--- src/hdl/hbp_pkg.sv ---
// Shared types and constants for the RTPS HEARTBEAT submessage parser.
package hbp_pkg;

	localparam int unsigned ID_W = 32;
	localparam int unsigned CNT_W = 5;
	localparam int unsigned CFG_IDX_W = 2;
	localparam int unsigned OUT_TDATA_W = 24;

	typedef logic [CNT_W-1:0] hbp_cnt_t;

	// Byte counter saturation point
	localparam hbp_cnt_t COUNT_MAX = 5'd31;

	// Configuration register indexes
	localparam logic [CFG_IDX_W-1:0] CFG_PUB_ID = 2'd0;
	localparam logic [CFG_IDX_W-1:0] CFG_SUB_ID = 2'd1;

	// Register reset values (builtin reader entity ids)
	localparam logic [ID_W-1:0] PUB_ID_RST = 32'h0000_03C7;
	localparam logic [ID_W-1:0] SUB_ID_RST = 32'h0000_04C7;

	// Both match flags set
	localparam logic [1:0] FLAGS_ALL = 2'b11;

	typedef struct packed {
		logic [ID_W-1:0] pub_id;
		logic [ID_W-1:0] sub_id;
	} hbp_cfg_t;

	typedef struct packed {
		logic [7:0] in_byte;
		logic       last_mark;
		logic       byte_valid;
	} hbp_item_t;

	typedef struct packed {
		logic [7:0] last_seq_low;
		logic [7:0] first_seq_low;
		logic [1:0] match_type;
	} hbp_result_t;

	// Byte of an entity id at readerId position pos; position 0 is the top byte
	function automatic logic [7:0] id_byte(input logic [ID_W-1:0] id, input logic [1:0] pos);
		logic [7:0] b;
		case (pos)
			2'd0: b = id[31:24];
			2'd1: b = id[23:16];
			2'd2: b = id[15:8];
			2'd3: b = id[7:0];
			default: b = id[7:0];
		endcase
		return b;
	endfunction

endpackage

--- src/hdl/hbp_cfg_regs.sv ---
// Configuration registers holding the two builtin reader entity ids.
module hbp_cfg_regs (
	input  logic                           clk,
	input  logic                           arst_n,
	input  logic                           cfg_valid,
	output logic                           cfg_ready,
	input  logic [hbp_pkg::CFG_IDX_W-1:0]  cfg_index,
	input  logic [hbp_pkg::ID_W-1:0]       cfg_data,
	output hbp_pkg::hbp_cfg_t              cfg
);
	import hbp_pkg::*;

	logic [ID_W-1:0] pub_id_q;
	logic [ID_W-1:0] sub_id_q;

	// Writes are always taken; unknown indexes are dropped
	assign cfg_ready = 1'b1;

	always_ff @(posedge clk or negedge arst_n) begin
		if (!arst_n) begin
			pub_id_q <= PUB_ID_RST;
			sub_id_q <= SUB_ID_RST;
		end else if (cfg_valid) begin
			case (cfg_index)
				CFG_PUB_ID: pub_id_q <= cfg_data;
				CFG_SUB_ID: sub_id_q <= cfg_data;
				default: ;
			endcase
		end
	end

	assign cfg.pub_id = pub_id_q;
	assign cfg.sub_id = sub_id_q;

endmodule

--- src/hdl/hbp_parse.sv ---
// Parse state and single-pass next-state logic for one byte item.
module hbp_parse #(
	parameter int unsigned HEADER_BYTES = 4,
	parameter int unsigned FLAGS_POS    = 1,
	parameter int unsigned BODY_BYTES   = 28,
	parameter int unsigned FIRST_SN_POS = 8,
	parameter int unsigned LAST_SN_POS  = 16
) (
	input  logic                  clk,
	input  logic                  arst_n,
	input  logic                  step,
	input  hbp_pkg::hbp_item_t    item,
	input  hbp_pkg::hbp_cfg_t     cfg,
	output hbp_pkg::hbp_result_t  res
);
	import hbp_pkg::*;

	localparam hbp_cnt_t HEADER_C   = CNT_W'(HEADER_BYTES);
	localparam hbp_cnt_t FLAGS_C    = CNT_W'(FLAGS_POS);
	localparam hbp_cnt_t BODY_C     = CNT_W'(BODY_BYTES);
	localparam hbp_cnt_t FIRST_LE_C = CNT_W'(FIRST_SN_POS + 4);
	localparam hbp_cnt_t FIRST_BE_C = CNT_W'(FIRST_SN_POS + 7);
	localparam hbp_cnt_t LAST_LE_C  = CNT_W'(LAST_SN_POS + 4);
	localparam hbp_cnt_t LAST_BE_C  = CNT_W'(LAST_SN_POS + 7);

	logic       in_body_q, in_body_d;
	hbp_cnt_t   cnt_q, cnt_d;
	logic       le_q, le_d;
	logic [1:0] flags_q, flags_d;
	logic [7:0] first_q, first_d;
	logic [7:0] last_q, last_d;
	logic [1:0] match_out;
	hbp_cnt_t   cnt_inc;
	hbp_cnt_t   fpos;
	hbp_cnt_t   lpos;
	logic       in_id;
	logic       pub_mis;
	logic       sub_mis;

	// readerId compare and sequence byte positions
	assign in_id   = (cnt_q[CNT_W-1:2] == '0);
	assign pub_mis = in_id && (id_byte(cfg.pub_id, cnt_q[1:0]) != item.in_byte);
	assign sub_mis = in_id && (id_byte(cfg.sub_id, cnt_q[1:0]) != item.in_byte);
	assign fpos    = le_q ? FIRST_LE_C : FIRST_BE_C;
	assign lpos    = le_q ? LAST_LE_C : LAST_BE_C;
	assign cnt_inc = (cnt_q < COUNT_MAX) ? cnt_q + 5'd1 : cnt_q;

	// Next state for the item
	always_comb begin
		in_body_d = in_body_q;
		cnt_d     = cnt_q;
		le_d      = le_q;
		flags_d   = flags_q;
		first_d   = first_q;
		last_d    = last_q;
		match_out = 2'b00;
		if (item.byte_valid) begin
			if (!in_body_q) begin
				if (cnt_q == FLAGS_C) begin
					le_d = item.in_byte[0];
				end
				if (cnt_inc == HEADER_C) begin
					cnt_d     = '0;
					in_body_d = 1'b1;
				end else begin
					cnt_d = cnt_inc;
				end
			end else begin
				flags_d = flags_q & ~{sub_mis, pub_mis};
				if (cnt_q < COUNT_MAX) begin
					if (cnt_q == fpos) begin
						first_d = item.in_byte;
					end else if (cnt_q == lpos) begin
						last_d = item.in_byte;
					end
					cnt_d = cnt_inc;
					if (cnt_inc == BODY_C) begin
						match_out = flags_d;
					end
				end
			end
		end
		// End mark restarts the parse
		if (item.last_mark) begin
			in_body_d = 1'b0;
			cnt_d     = '0;
			flags_d   = FLAGS_ALL;
		end
	end

	always_ff @(posedge clk or negedge arst_n) begin
		if (!arst_n) begin
			in_body_q <= 1'b0;
			cnt_q     <= '0;
			le_q      <= 1'b0;
			flags_q   <= FLAGS_ALL;
			first_q   <= '0;
			last_q    <= '0;
		end else if (step) begin
			in_body_q <= in_body_d;
			cnt_q     <= cnt_d;
			le_q      <= le_d;
			flags_q   <= flags_d;
			first_q   <= first_d;
			last_q    <= last_d;
		end
	end

	assign res.match_type    = match_out;
	assign res.first_seq_low = first_d;
	assign res.last_seq_low  = last_d;

`ifndef SYNTH
	// End mark leaves a fresh header phase
	a_end_restarts: assert property (@(posedge clk) disable iff (!arst_n)
		(step && item.last_mark) |=> (!in_body_q && cnt_q == '0 && flags_q == FLAGS_ALL))
		else $error("parse not restarted after end mark");

	// Header counter never reaches the header length
	a_hdr_bound: assert property (@(posedge clk) disable iff (!arst_n)
		!in_body_q |-> (cnt_q < HEADER_C))
		else $error("header count out of range");

	// A non-byte item reports no match
	a_invalid_no_match: assert property (@(posedge clk) disable iff (!arst_n)
		!item.byte_valid |-> (res.match_type == 2'b00))
		else $error("match reported on invalid byte");
`endif

endmodule

--- src/hdl/rtps_heartbeat_submessage_parser.sv ---
// Top level: stream ports, input register, parse stage and result register.
// Items pass the input register, then the parse stage, into the result register.
// Throughput: one item per cycle while m_tready keeps the result register draining;
// the parse state updates once per item. While a result waits, the input register
// takes one more item, then input stalls. Reset (arst_n low, asynchronous): pipeline
// empty, parse in header phase, match flags set, sequence bytes zero, reader ids at builtin defaults.
module rtps_heartbeat_submessage_parser #(
	parameter int unsigned HEADER_BYTES = 4,
	parameter int unsigned FLAGS_POS    = 1,
	parameter int unsigned BODY_BYTES   = 28,
	parameter int unsigned FIRST_SN_POS = 8,
	parameter int unsigned LAST_SN_POS  = 16
) (
	input  logic                                clk,
	input  logic                                arst_n,
	input  logic                                s_tvalid,
	output logic                                s_tready,
	input  logic [7:0]                          s_tdata,  // in_byte
	input  logic                                s_tlast,  // last_mark
	input  logic                                s_tuser,  // byte_valid
	output logic                                m_tvalid,
	input  logic                                m_tready,
	// match_type[1:0], first_seq_low[9:2], last_seq_low[17:10], zero pad
	output logic [hbp_pkg::OUT_TDATA_W-1:0]     m_tdata,
	input  logic                                cfg_valid,
	output logic                                cfg_ready,
	input  logic [hbp_pkg::CFG_IDX_W-1:0]       cfg_index,
	input  logic [hbp_pkg::ID_W-1:0]            cfg_data
);
	import hbp_pkg::*;

	hbp_cfg_t    cfg;
	hbp_item_t   item_s1;
	logic        valid_s1;
	hbp_result_t res;
	hbp_result_t res_q;
	logic        out_valid_q;
	logic        out_adv;
	logic        step;

	hbp_cfg_regs u_cfg (
		.clk       (clk),
		.arst_n    (arst_n),
		.cfg_valid (cfg_valid),
		.cfg_ready (cfg_ready),
		.cfg_index (cfg_index),
		.cfg_data  (cfg_data),
		.cfg       (cfg)
	);

	// Pipeline flow control
	assign out_adv  = !out_valid_q || m_tready;
	assign step     = valid_s1 && out_adv;
	assign s_tready = !valid_s1 || out_adv;

	// Input register
	always_ff @(posedge clk or negedge arst_n) begin
		if (!arst_n) begin
			valid_s1 <= 1'b0;
		end else if (s_tready) begin
			valid_s1 <= s_tvalid;
		end
	end

	always_ff @(posedge clk) begin
		if (s_tready && s_tvalid) begin
			item_s1.in_byte    <= s_tdata;
			item_s1.last_mark  <= s_tlast;
			item_s1.byte_valid <= s_tuser;
		end
	end

	hbp_parse #(
		.HEADER_BYTES (HEADER_BYTES),
		.FLAGS_POS    (FLAGS_POS),
		.BODY_BYTES   (BODY_BYTES),
		.FIRST_SN_POS (FIRST_SN_POS),
		.LAST_SN_POS  (LAST_SN_POS)
	) u_parse (
		.clk    (clk),
		.arst_n (arst_n),
		.step   (step),
		.item   (item_s1),
		.cfg    (cfg),
		.res    (res)
	);

	// Result register
	always_ff @(posedge clk or negedge arst_n) begin
		if (!arst_n) begin
			out_valid_q <= 1'b0;
		end else if (out_adv) begin
			out_valid_q <= valid_s1;
		end
	end

	always_ff @(posedge clk) begin
		if (step) begin
			res_q <= res;
		end
	end

	assign m_tvalid = out_valid_q;
	assign m_tdata  = {(OUT_TDATA_W - $bits(hbp_result_t))'(0), res_q};

`ifndef SYNTH
	// Full pipeline with a stalled result blocks input
	a_full_blocks: assert property (@(posedge clk) disable iff (!arst_n)
		(valid_s1 && out_valid_q && !m_tready) |-> !s_tready)
		else $error("input taken while pipeline full");

	// A parsed item always lands in the result register
	a_step_fills: assert property (@(posedge clk) disable iff (!arst_n)
		step |=> out_valid_q)
		else $error("parsed item lost");

	// With the result side free, the input side is free
	a_ready_free: assert property (@(posedge clk) disable iff (!arst_n)
		!out_valid_q |-> s_tready)
		else $error("input stalled with empty result register");
`endif

endmodule

--- config.mk ---
export PLATFORM = sky130hd
export DESIGN_NAME = rtps_heartbeat_submessage_parser
export DESIGN_NICKNAME = d
export VERILOG_FILES = /design/src/hdl/hbp_pkg.sv /design/src/hdl/hbp_cfg_regs.sv /design/src/hdl/hbp_parse.sv /design/src/hdl/rtps_heartbeat_submessage_parser.sv
export SDC_FILE = /design/constraint.sdc
export NUM_CORES = 1
export LEC_CHECK = 0
export ABC_AREA = 1
export BUFFER_PORTS_ARGS = -buffer_cell sky130_fd_sc_hd__buf_2
export CAP_MARGIN = 20
export CORE_ASPECT_RATIO = 2
export CORE_UTILIZATION = 58
export DETAILED_ROUTE_END_ITERATION = 8
export PLACE_DENSITY = 0.8
export SLEW_MARGIN = 20
export SYNTH_ARGS = -nofsm -noshare
export SYNTH_HDL_FRONTEND = slang
export SYNTH_HIERARCHICAL = 1
export SYNTH_SLANG_ARGS = --single-unit
--- constraint.sdc ---
create_clock -name clk -period 3.3 [get_ports clk]
set_input_delay 0.165 -clock clk [delete_from_list [all_inputs] [get_ports clk]]
set_output_delay 0.165 -clock clk [all_outputs]
set_load 0.05 [all_outputs]
==> flow_metrics.env, run 1 <==
export IMPL_synth_seq_cells=119
export IMPL_slew_viol_final=0
export IMPL_synthFlopType="dfrtp_1"
export IMPL_path_clk_slew_ps=50
export IMPL_dr_pass1_iters=9
export IMPL_globalRouteMet2Util_pct=55.0
export IMPL_port_buffers=68
export IMPL_clock_sinks=119
export IMPL_cts_buffer_depth=2
export IMPL_synthToLayoutAreaGrowth_pct=20.2
export IMPL_grt_pass1_wl_um=25300
export IMPL_status="complete, but fails checks"
export IMPL_syn_area_mm2=0.00598
export IMPL_grt_ovfl_total=0
export IMPL_fmax_ghz=0.393
export IMPL_crit_path_max_fanout=26
export IMPL_fin_hold_ws_ps=9.08
export IMPL_grt_setup_unrepaired="no"
export IMPL_slowest_delay_ps=490
export IMPL_drt_wirelength_per_cell_um=16.4
export IMPL_met1_usage_pct=32.6
export IMPL_slowest_stage="dfrtp_1"
export IMPL_ys_warn_count=6
export IMPL_hpwl_um=10600
export IMPL_rows=52
export IMPL_placedCellCount=899
export IMPL_die_h_um=146
export IMPL_finalSetupViolCount=0
export IMPL_critPathCaptureType="flip-flop"
export IMPL_ys_types=34
export IMPL_cap_violations=0
export IMPL_cts_buffers=17
export IMPL_drive_gt1_share_pct=19.6
export IMPL_cts_root_buffer="clkbuf_16"
export IMPL_via_count=5403
export IMPL_syn_area_per_cell_um2=8.20
export IMPL_use_met3_pct=6.93
export IMPL_critPathKind="flip-flop to flip-flop"
export IMPL_arrival_ps=2710
export IMPL_ios=76
export IMPL_antenna_left=0
export IMPL_cp_cell_sequence="inv_2 -> ha_1 -> buf_4 -> inv_1 -> or2_2 -> nand2_1 -> nand2_1 -> nand2_1 -> nand2_1 -> nor2_1 -> nand2_1 -> nand2_1 -> nand2_1 -> nor2_1"
export IMPL_final_period_utilization_pct=77.2
export IMPL_cp_required_ps=3460
export IMPL_clk_latency_ps=410
export IMPL_hold_viol=0
export IMPL_setup_ws_ps=754
export IMPL_drc=1
export IMPL_layout_cells_non_filler=961
export IMPL_synth_cells=729
export IMPL_die_w_um=73.8
export IMPL_place_gp_congestion=0.989
export IMPL_fill_cells=762
export IMPL_core_mm2=0.0101
export IMPL_place_ws_ps=818
export IMPL_min_path_type="primary input to flip-flop"
export IMPL_place_area_mm2=0.00628
export IMPL_critPathMostFrequentCell="nand2_1"
export IMPL_initial_core_util_pct=59.3
export IMPL_seq_area_frac_synth_pct=52.4
export IMPL_async_flop_share_pct=76.5
export IMPL_cp_start_kind="flip-flop"
export IMPL_cts_tree="done"
export IMPL_clock_skew_ps=9.47
export IMPL_violations="DRC"
export IMPL_period_minus_slack_ps=2550
export IMPL_worstMarginPinSlew_ps=772
export IMPL_avgViaCountPerCell=5.62
export IMPL_power_density_mw_per_mm2=647
export IMPL_cellLeakagePower_nw=3.66
export IMPL_antenna_found_initial=0
export IMPL_relSlewSlack_pct=48.4
export IMPL_post_route_util_pct=71.3
export IMPL_diodes=0
export IMPL_stdcell_area_mm2=0.00719
export IMPL_synth_edf_count=28
export IMPL_cts_resized=0
export IMPL_initialDrtViolationCount=354
export IMPL_first_global_vias=5378
export IMPL_grt_usage_pct=31.6
export IMPL_vdd_drop_max_uv=462
export IMPL_grt_start_max_net_pins=81
export IMPL_totalWireLength_um=15800
export IMPL_setup_tns_ps=0
export IMPL_dieArea_mm2=0.0107
export IMPL_top_usage_layer="met2"
export IMPL_p_total_mw=4.65
export IMPL_htreeDepth=4
export IMPL_fin_nets=867
-- synthesized netlist by cell type (2+ instances only) --
master,instances,area [µm²]
conb_1,2,7.51
nor2_1,9,33.8
ha_1,4,50.1
a21oi_1,8,40.0
xor2_1,3,26.3
dfrtp_1,76,1900
buf_2,26,130
nor3_2,2,20.0
nand2_1,338,1270
dfstp_2,15,394
clkbuf_1,2,7.51
o21ai_2,10,87.6
or2_2,8,50.1
buf_6,4,45.0
nand2_2,10,62.6
nor3_1,4,20.0
edfxtp_1,28,841
inv_2,4,15.0
o21ai_0,7,35.0
inv_1,27,101
nand3_2,2,20.0
nand4_1,39,244
o21ai_1,7,35.0
nand3_1,73,365
buf_4,12,90.1
-- routing by layer --
layer	part of all wire, %	wire length (µm)
met1	34	5430
met4	6.7	1050
met3	5.2	825
met5	0	0
met2	54	8460
-- critical path, delay by kind of cell, from the launching register on --
family | cells | cell delay (ps)
buffers and inverters | 3 | 790
flip-flops | 1 | 490
AND/OR/NAND/NOR | 10 | 800
adder cells (fa/ha/maj) | 1 | 210
-- report_power, final --
group | switching (mW) | internal, mW
Combinational | 0.648 | 0.321
Sequential | 0.143 | 1.73
Clock | 0.631 | 1.19
Total | 1.42 | 3.23
-- flip-flops by register name, indices dropped and copies added (netlist names) --
signal / cells
u_parse/flags_q: 2
m_tvalid: 1
m_tdata: 18
u_parse/last_q: 8
u_cfg/pub_id_q: 32
valid_s1: 1
u_cfg/sub_id_q: 32
u_parse/in_body_q: 1
u_parse/first_q: 8
u_parse/le_q: 1
u_parse/cnt_q: 5
item_s1: 10
-- final timing paths --
path,to,cells past startpoint,start,slack (ps)
max in group asynchronous,u_cfg/pub_id_q[0],4,arst_n,2140
min reg2reg,u_cfg/pub_id_q[7],2,u_cfg/pub_id_q[7],460
min,u_cfg/pub_id_q[23],3,cfg_data[23],9
min in group asynchronous,u_cfg/pub_id_q[5],2,arst_n,270
max,m_tdata[1],14,u_parse/cnt_q[0],750
max reg2reg,m_tdata[1],14,u_parse/cnt_q[0],750
-- cells in the final DEF, fill, tap and decap left out, drive strengths merged, types with 8 or more instances in the layout --
cell           n
nand4         39
dfrtp         76
o21ai         24
inv           32
buf           77
edfxtp        28
or2            8
clkbuf        23
nor2          11
dlygate4sd3   30
nand3         75
dfstp         15
a21oi          8
nand2        349
-- cells by family (layout without fill, tap and decap cells) --
logic type / after synthesis / in the layout / synth area share [%]
AO/OA/AOI/OAI: 34 / 34 / 3.74
XOR/XNOR: 3 / 3 / 0.439
adder cells (fa/ha/maj): 4 / 4 / 0.837
buffers and inverters: 79 / 171 / 7.07
flip-flops: 119 / 119 / 52.4
other: 2 / 7 / 0.126
AND/OR/NAND/NOR: 488 / 488 / 35.3
-- what timing repair did --
action,in CTS,in global routing
hold endpoints to repair,100,0
setup buffers,0,0
hold buffers,30,0
-- layout make-up --
type / instances / area, µm² / share of cell area, %
sequential: 119 / 3140 / 43.6
tap: 135 / 169 / 2.35
clock inverter: 8 / 95.1 / 1.32
timing repair buffer: 107 / 723 / 10.1
clock buffer: 23 / 489 / 6.80
inverter: 33 / 125 / 1.74
multi-input combinational: 536 / 2450 / 34.1
(Power assumes the default switching activity.)
==> run 2: changes to the inputs <==
--- a/config.mk
+++ b/config.mk
@@ -5,13 +5,13 @@
 export SDC_FILE = /design/constraint.sdc
 export NUM_CORES = 1
 export LEC_CHECK = 0
-export ABC_AREA = 1
+export ABC_AREA = 0
 export BUFFER_PORTS_ARGS = -buffer_cell sky130_fd_sc_hd__buf_2
 export CAP_MARGIN = 20
 export CORE_ASPECT_RATIO = 2
-export CORE_UTILIZATION = 58
+export CORE_UTILIZATION = 57
 export DETAILED_ROUTE_END_ITERATION = 8
-export PLACE_DENSITY = 0.8
+export PLACE_DENSITY = 0.79
 export SLEW_MARGIN = 20
 export SYNTH_ARGS = -nofsm -noshare
 export SYNTH_HDL_FRONTEND = slang
==> constraint.sdc (replaced) <==
create_clock -name clk -period 2.4 [get_ports clk]
set_input_delay 0.12 -clock clk [delete_from_list [all_inputs] [get_ports clk]]
set_output_delay 0.12 -clock clk [all_outputs]
set_load 0.05 [all_outputs]
==> run 2 against run 1 <==
  * The run still ends with DRC left
  * Hold slack better by 240 ps
  * Clock power up 35%
  * Final cell count decreased by 36%
  * Global-route usage is 5.7 points lower
  * Area after synthesis decreased by 8.2%
  * Non-clock buffer count rose by 14
  * Critical path depth shrank 6
  * Register-to-register slack worse by 550 ps
  * Critical path type unchanged
  * Highest routed layer unchanged
==> flow_metrics.env, run 2 <==
export IMPL_drc=7
export IMPL_stdcell_area_mm2=0.00688
export IMPL_post_synth_top_count_cell="dfrtp_1"
export IMPL_fin_nets=550
export IMPL_period_minus_slack_ps=2190
export IMPL_synth_common_cells="dfrtp_1, mux2_2, edfxtp_1, mux2_1, inv_1"
export IMPL_power_switching_share_pct=26.5
export IMPL_ios=76
export IMPL_clock_skew_ps=8.92
export IMPL_critPathCaptureType="flip-flop"
export IMPL_antenna_found_initial=0
export IMPL_fill_cells=602
export IMPL_drt_wirelength_per_cell_um=19.1
export IMPL_hold_viol=0
export IMPL_register_area_mm2=0.00314
export IMPL_setup_tns_ps=0
export IMPL_drive_gt1_share_pct=39.8
export IMPL_die_w_um=71.4
export IMPL_p_total_mw=5.93
export IMPL_initialDrtViolationCount=206
export IMPL_cp_top_family="compound AO/OA/AOI/OAI gates"
export IMPL_via_count=3541
export IMPL_pwr_share_seq_pct=42.9
export IMPL_arrival_ps=2530
export IMPL_slowest_delay_ps=450
export IMPL_totalWireLength_um=11800
export IMPL_fmax_ghz=0.456
export IMPL_async_flop_share_pct=76.5
export IMPL_finalSetupViolCount=0
export IMPL_grt_setup_unrepaired="no"
export IMPL_grt_start_max_net_pins=50
export IMPL_violations="DRC"
export IMPL_slew_viol_final=0
export IMPL_htreeDepth=4
export IMPL_p_comb_share_pct=15.8
export IMPL_final_common_cell="dfrtp_1"
export IMPL_place_area_mm2=0.00585
export IMPL_path_buf_inv=1
export IMPL_ys_types=52
export IMPL_syn_area_mm2=0.00549
export IMPL_core_mm2=0.00938
export IMPL_syn_area_per_cell_um2=14.5
export IMPL_p_clk_share_pct=41.3
export IMPL_min_path_type="primary input to asynchronous set/reset pin"
export IMPL_power_switching_mw=1.57
export IMPL_cp_start_kind="flip-flop"
export IMPL_grt_ovfl_total=0
export IMPL_synth_top_area_share_pct=34.6
export IMPL_cts_buffer_depth=2
export IMPL_critPathKind="flip-flop to flip-flop"
export IMPL_clock_sinks=119
export IMPL_seq_area_frac_synth_pct=57.1
export IMPL_ys_warn_count=6
export IMPL_die_h_um=141
export IMPL_cts_buffers=17
export IMPL_dieArea_mm2=0.0101
export IMPL_synthFlopType="dfrtp_1"
export IMPL_cp_cell_sequence="inv_2 -> ha_2 -> a222oi_1 -> mux2i_1 -> xor2_1 -> nor4_1 -> nand2_1 -> a21oi_1"
export IMPL_antenna_left=0
export IMPL_power_density_mw_per_mm2=863
export IMPL_synth_seq_cells=119
export IMPL_rows=50
export IMPL_place_gp_congestion=0.865
export IMPL_p_int_mw=4.36
export IMPL_dr_pass1_iters=9
export IMPL_grt_usage_pct=25.9
export IMPL_cellLeakagePower_nw=3.17
export IMPL_initial_core_util_pct=58.5
export IMPL_port_buffers=68
export IMPL_vdd_drop_max_uv=613
export IMPL_grt_pass1_wl_um=19300
export IMPL_worstMarginPinSlew_ps=581
export IMPL_path_clk_slew_ps=50
export IMPL_crit_path_max_fanout=16
export IMPL_hpwl_um=7980
export IMPL_avgViaCountPerCell=5.77
export IMPL_cts_root_buffer="clkbuf_16"
export IMPL_first_global_vias=3906
export IMPL_mostFrequentLayoutCells="dfrtp_1, buf_2, mux2_2"
export IMPL_synth_area_leaders="dfrtp_1, edfxtp_1, mux2_2"
export IMPL_cap_violations=0
export IMPL_cts_tree="done"
export IMPL_diodes=0
export IMPL_slowest_stage="dfrtp_1"
export IMPL_clk_latency_ps=410
export IMPL_multi_input_area_mm2=0.00210
export IMPL_synth_edf_count=28
export IMPL_synthToLayoutAreaGrowth_pct=25.3
export IMPL_final_period_utilization_pct=91.5
export IMPL_synth_cells=380
export IMPL_status="complete, but fails checks"
export IMPL_cp_required_ps=2730
export IMPL_yosysTopAreaCell="dfrtp_1"
export IMPL_relSlewSlack_pct=61.3
-- run 2: changes by cell type in the layout (fill, tap and decap cells not counted), moves of 13 or more --
cell / change
nand3_1: -71
xor2_1: +13
dlygate4sd3_1: +15
a222oi_1: +16
nand4_1: -39
mux2i_1: +16
mux2_2: +63
mux2_1: +27
nand2_1: -330
-- run 2: area by class of cell --
type                            count  area share [%]
Clock buffer                       20            6.49
Tap cell                          104            1.89
Sequential cell                   119            45.6
Clock inverter                     12            1.86
Timing Repair Buffer              121            12.6
Inverter                           19            1.04
Multi-Input combinational cell    219            30.5
-- run 2: metrics by stage --
step | util, % | std cells | setup WS, ps | hold WS, ps
6_report | 73.3 | 614 | 205 | 247
5_1_grt | 73.3 | 614 | 54.1 | 303
4_1_cts | 73.2 | 614 | 70.3 | 263
3_5_place_dp | 62.3 | 537 | 118 | 153
3_3_place_gp | 62.3 | 537 | 163 | 150
2_1_floorplan | - | 385 | 145 | -176
-- run 2: logic make-up after synthesis --
| family | Yosys count | share of synthesized area [%] |
|---|---|---|
| fa+ha+maj | 4 | 0.911 |
| flops | 119 | 57.1 |
| mux | 113 | 23.3 |
| xor+xnor | 18 | 2.87 |
| other cells | 2 | 0.137 |
| buf+inv | 47 | 5.13 |
| compound gates | 37 | 5.51 |
| simple gates | 40 | 5.04 |
-- run 2: power groups by stage --
stage	Sequential (mW)	Clock (mW)	Combinational [mW]
finish	2.54	2.45	0.939
global route	2.57	2.57	1.01
CTS	2.54	2.48	0.939
detailed placement	2.58	0	0.876
global placement	2.56	0	0.847
floorplan	2.57	0	0.617
-- run 2: worst paths after layout --
| check | startpoint | to | slack [ps] | cells past startpoint |
|---|---|---|---|---|
| min in group clk | s_tdata[2] | item_s1[4] | 430 | 2 |
| max | u_parse/cnt_q[0] | u_parse/flags_q[0] | 210 | 8 |
| min | arst_n | u_parse/cnt_q[4] | 250 | 2 |
| max in group asynchronous | arst_n | u_cfg/sub_id_q[0] | 1440 | 3 |
| min reg2reg | u_parse/first_q[1] | u_parse/first_q[1] | 490 | 1 |
| max reg2reg | u_parse/cnt_q[0] | u_parse/flags_q[0] | 210 | 8 |
-- run 2: routing by layer --
metal,vias up,wire (µm),track usage [%],part of all wire (%)
met3,28,350,5.79,3.0
met5,-,0,0,0
met1,1782,4320,27.8,37
li1,1616,-,-,-
met4,0,348,13.7,3.0
met2,115,6730,46.3,57
-- run 2: what timing repair did --
item / CTS / global route
endpoints found under the hold margin: 114 / 0
hold buffers: 45 / 0
buffers inserted: 0 / 0
endpoints found under the setup margin: 0 / 3
gates resized for setup: 0 / 3
==> run 3: changes to the inputs <==
--- a/config.mk
+++ b/config.mk
@@ -9,9 +9,9 @@
 export BUFFER_PORTS_ARGS = -buffer_cell sky130_fd_sc_hd__buf_2
 export CAP_MARGIN = 20
 export CORE_ASPECT_RATIO = 2
-export CORE_UTILIZATION = 57
+export CORE_UTILIZATION = 62
 export DETAILED_ROUTE_END_ITERATION = 8
-export PLACE_DENSITY = 0.79
+export PLACE_DENSITY = 0.85
 export SLEW_MARGIN = 20
 export SYNTH_ARGS = -nofsm -noshare
 export SYNTH_HDL_FRONTEND = slang
==> constraint.sdc (replaced) <==
create_clock -name clk -period 2.8 [get_ports clk]
set_input_delay 0.14 -clock clk [delete_from_list [all_inputs] [get_ports clk]]
set_output_delay 0.14 -clock clk [all_outputs]
set_load 0.05 [all_outputs]
==> run 3 against run 2 <==
  * The flow now finishes without violations
  * Via count rose by 2.3%
  * Hold slack got worse by 230 ps
  * Register-to-register slack improved by 96 ps
  * Final cell count fell by 1.5%
  * First-iteration DRC count rose by 2.9%
  * Critical endpoint unchanged
  * Largest power group unchanged
  * Highest routed layer unchanged
==> flow_metrics.env, run 3 (same netlist as run 2, synthesis figures left out) <==
export IMPL_status="completed"
export IMPL_die_w_um=68.6
export IMPL_cp_required_ps=3140
export IMPL_synthToLayoutAreaGrowth_pct=23.2
export IMPL_drive_gt1_share_pct=38.8
export IMPL_setup_ws_ps=301
export IMPL_clk_latency_ps=420
export IMPL_path_clk_slew_ps=50
export IMPL_htreeDepth=4
export IMPL_initial_core_util_pct=63.9
export IMPL_vdd_drop_max_uv=706
export IMPL_dieArea_mm2=0.00926
export IMPL_cts_buffers=17
export IMPL_core_mm2=0.00859
export IMPL_fill_cells=483
export IMPL_period_minus_slack_ps=2500
export IMPL_critPathLaunch="u_parse/cnt_q[0]"
export IMPL_die_h_um=135
export IMPL_crit_path_max_fanout=16
export IMPL_final_period_utilization_pct=89.3
export IMPL_cts_root_buffer="clkbuf_16"
export IMPL_rows=48
export IMPL_final_common_cell="dfrtp_1"
export IMPL_reg2reg_to="u_parse/flags_q[0]"
export IMPL_first_global_vias=3985
export IMPL_hpwl_um=7690
export IMPL_antenna_found_initial=0
export IMPL_p_total_mw=4.89
export IMPL_arrival_ps=2840
export IMPL_cellLeakagePower_nw=3.13
export IMPL_dr_pass1_iters=7
export IMPL_relSlewSlack_pct=44.8
export IMPL_fin_nets=546
export IMPL_port_buffers=68
export IMPL_grt_pass1_wl_um=19400
export IMPL_clock_skew_ps=10.4
export IMPL_initialDrtViolationCount=212
export IMPL_cts_buffer_depth=2
export IMPL_endpoint="u_parse/flags_q[0]"
export IMPL_antenna_left=0
export IMPL_slew_viol_final=0
export IMPL_fmax_ghz=0.400
export IMPL_setup_tns_ps=0
export IMPL_grt_start_max_net_pins=92
export IMPL_grt_ovfl_total=0
export IMPL_mostFrequentLayoutCells="dfrtp_1, buf_2, mux2_2"
export IMPL_grt_usage_pct=30.2
export IMPL_place_gp_congestion=0.868
export IMPL_critPathCaptureType="flip-flop"
export IMPL_drt_wirelength_per_cell_um=20.4
export IMPL_clock_sinks=119
export IMPL_avgViaCountPerCell=5.99
export IMPL_finalSetupViolCount=0
export IMPL_via_count=3621
export IMPL_worstMarginPinSlew_ps=828
export IMPL_critPathKind="flip-flop to flip-flop"
export IMPL_diodes=0
export IMPL_worstRegToRegCells=8
export IMPL_grt_setup_unrepaired="no"
export IMPL_ff2ff_setup_slack_ps=300
export IMPL_cp_start_kind="flip-flop"
export IMPL_ios=76
export IMPL_hold_viol=0
export IMPL_r2r_start="u_parse/cnt_q[0]"
export IMPL_cap_violations=0
export IMPL_place_ws_ps=472
export IMPL_totalWireLength_um=12300
export IMPL_power_density_mw_per_mm2=723
export IMPL_min_path_type="primary input to flip-flop"
export IMPL_cts_tree="done"
export IMPL_drc=0
run 3: worst max-delay path, cell delays in order, from the launching register on:
cell      delay [ps]
dfrtp_1          450
inv_2            110
ha_1             440
a222oi_1         510
mux2i_1          170
xor2_1           200
nor4_1           240
nand2_1          120
a21oi_1          180
run 3: report_power, final:
group          switching, mW  total [mW]  internal, mW
Combinational          0.434       0.809         0.375
Clock                  0.736        1.90          1.16
Sequential             0.154        2.18          2.03
Total                   1.32        4.89          3.57
run 3: layer usage:
metal / track usage (%) / up-vias / wire length (µm)
met5: 0 / - / 0
met4: 19.0 / 0 / 526
met3: 8.36 / 39 / 543
met2: 52.3 / 150 / 7080
met1: 30.1 / 1836 / 4180
li1: - / 1596 / -
run 3: how the worst min path moves through the flow:
stage	cells after the start	end	start	slack, ps
6_report	2	u_cfg/sub_id_q[24]	cfg_data[24]	20
5_1_grt	2	u_cfg/sub_id_q[24]	cfg_data[24]	6
4_1_cts	1	u_parse/last_q[2]	arst_n	0.1
3_5_place_dp	1	item_s1[1]	s_tlast	320
3_3_place_gp	1	item_s1[1]	s_tlast	320
2_1_floorplan	0	m_tvalid	arst_n	-160
run 3: stage by stage:
| step | cell area (µm²) | utilization [%] | hold WS, ps | instances |
|---|---|---|---|---|
| finish | 6760 | 78.8 | 18.1 | 605 |
| global route | 6760 | 78.8 | 5.76 | 605 |
| CTS | 6740 | 78.5 | 0.0985 | 603 |
| detailed placement | 5810 | 67.7 | 318 | 531 |
| global placement | 5810 | 67.7 | 319 | 531 |
| floorplan | 5510 | - | -156 | 385 |
run 3: area by class of cell:
cell class | instances | area (µm²) | share of cell area (%)
flip-flops and latches | 119 | 3140 | 46.4
multi-input cells | 219 | 2090 | 30.9
repair buffers | 117 | 822 | 12.2
clock buffers | 23 | 468 | 6.92
well taps | 100 | 125 | 1.85
inverters | 19 | 71.3 | 1.05
clock inverters | 8 | 48.8 | 0.721
run 3: what timing repair did:
item                                    CTS  global route
hold endpoints to repair                 71            77
setup buffers                             0             0
gates resized for setup                   0             0
endpoints found under the setup margin    0             0
hold buffers                             41             2
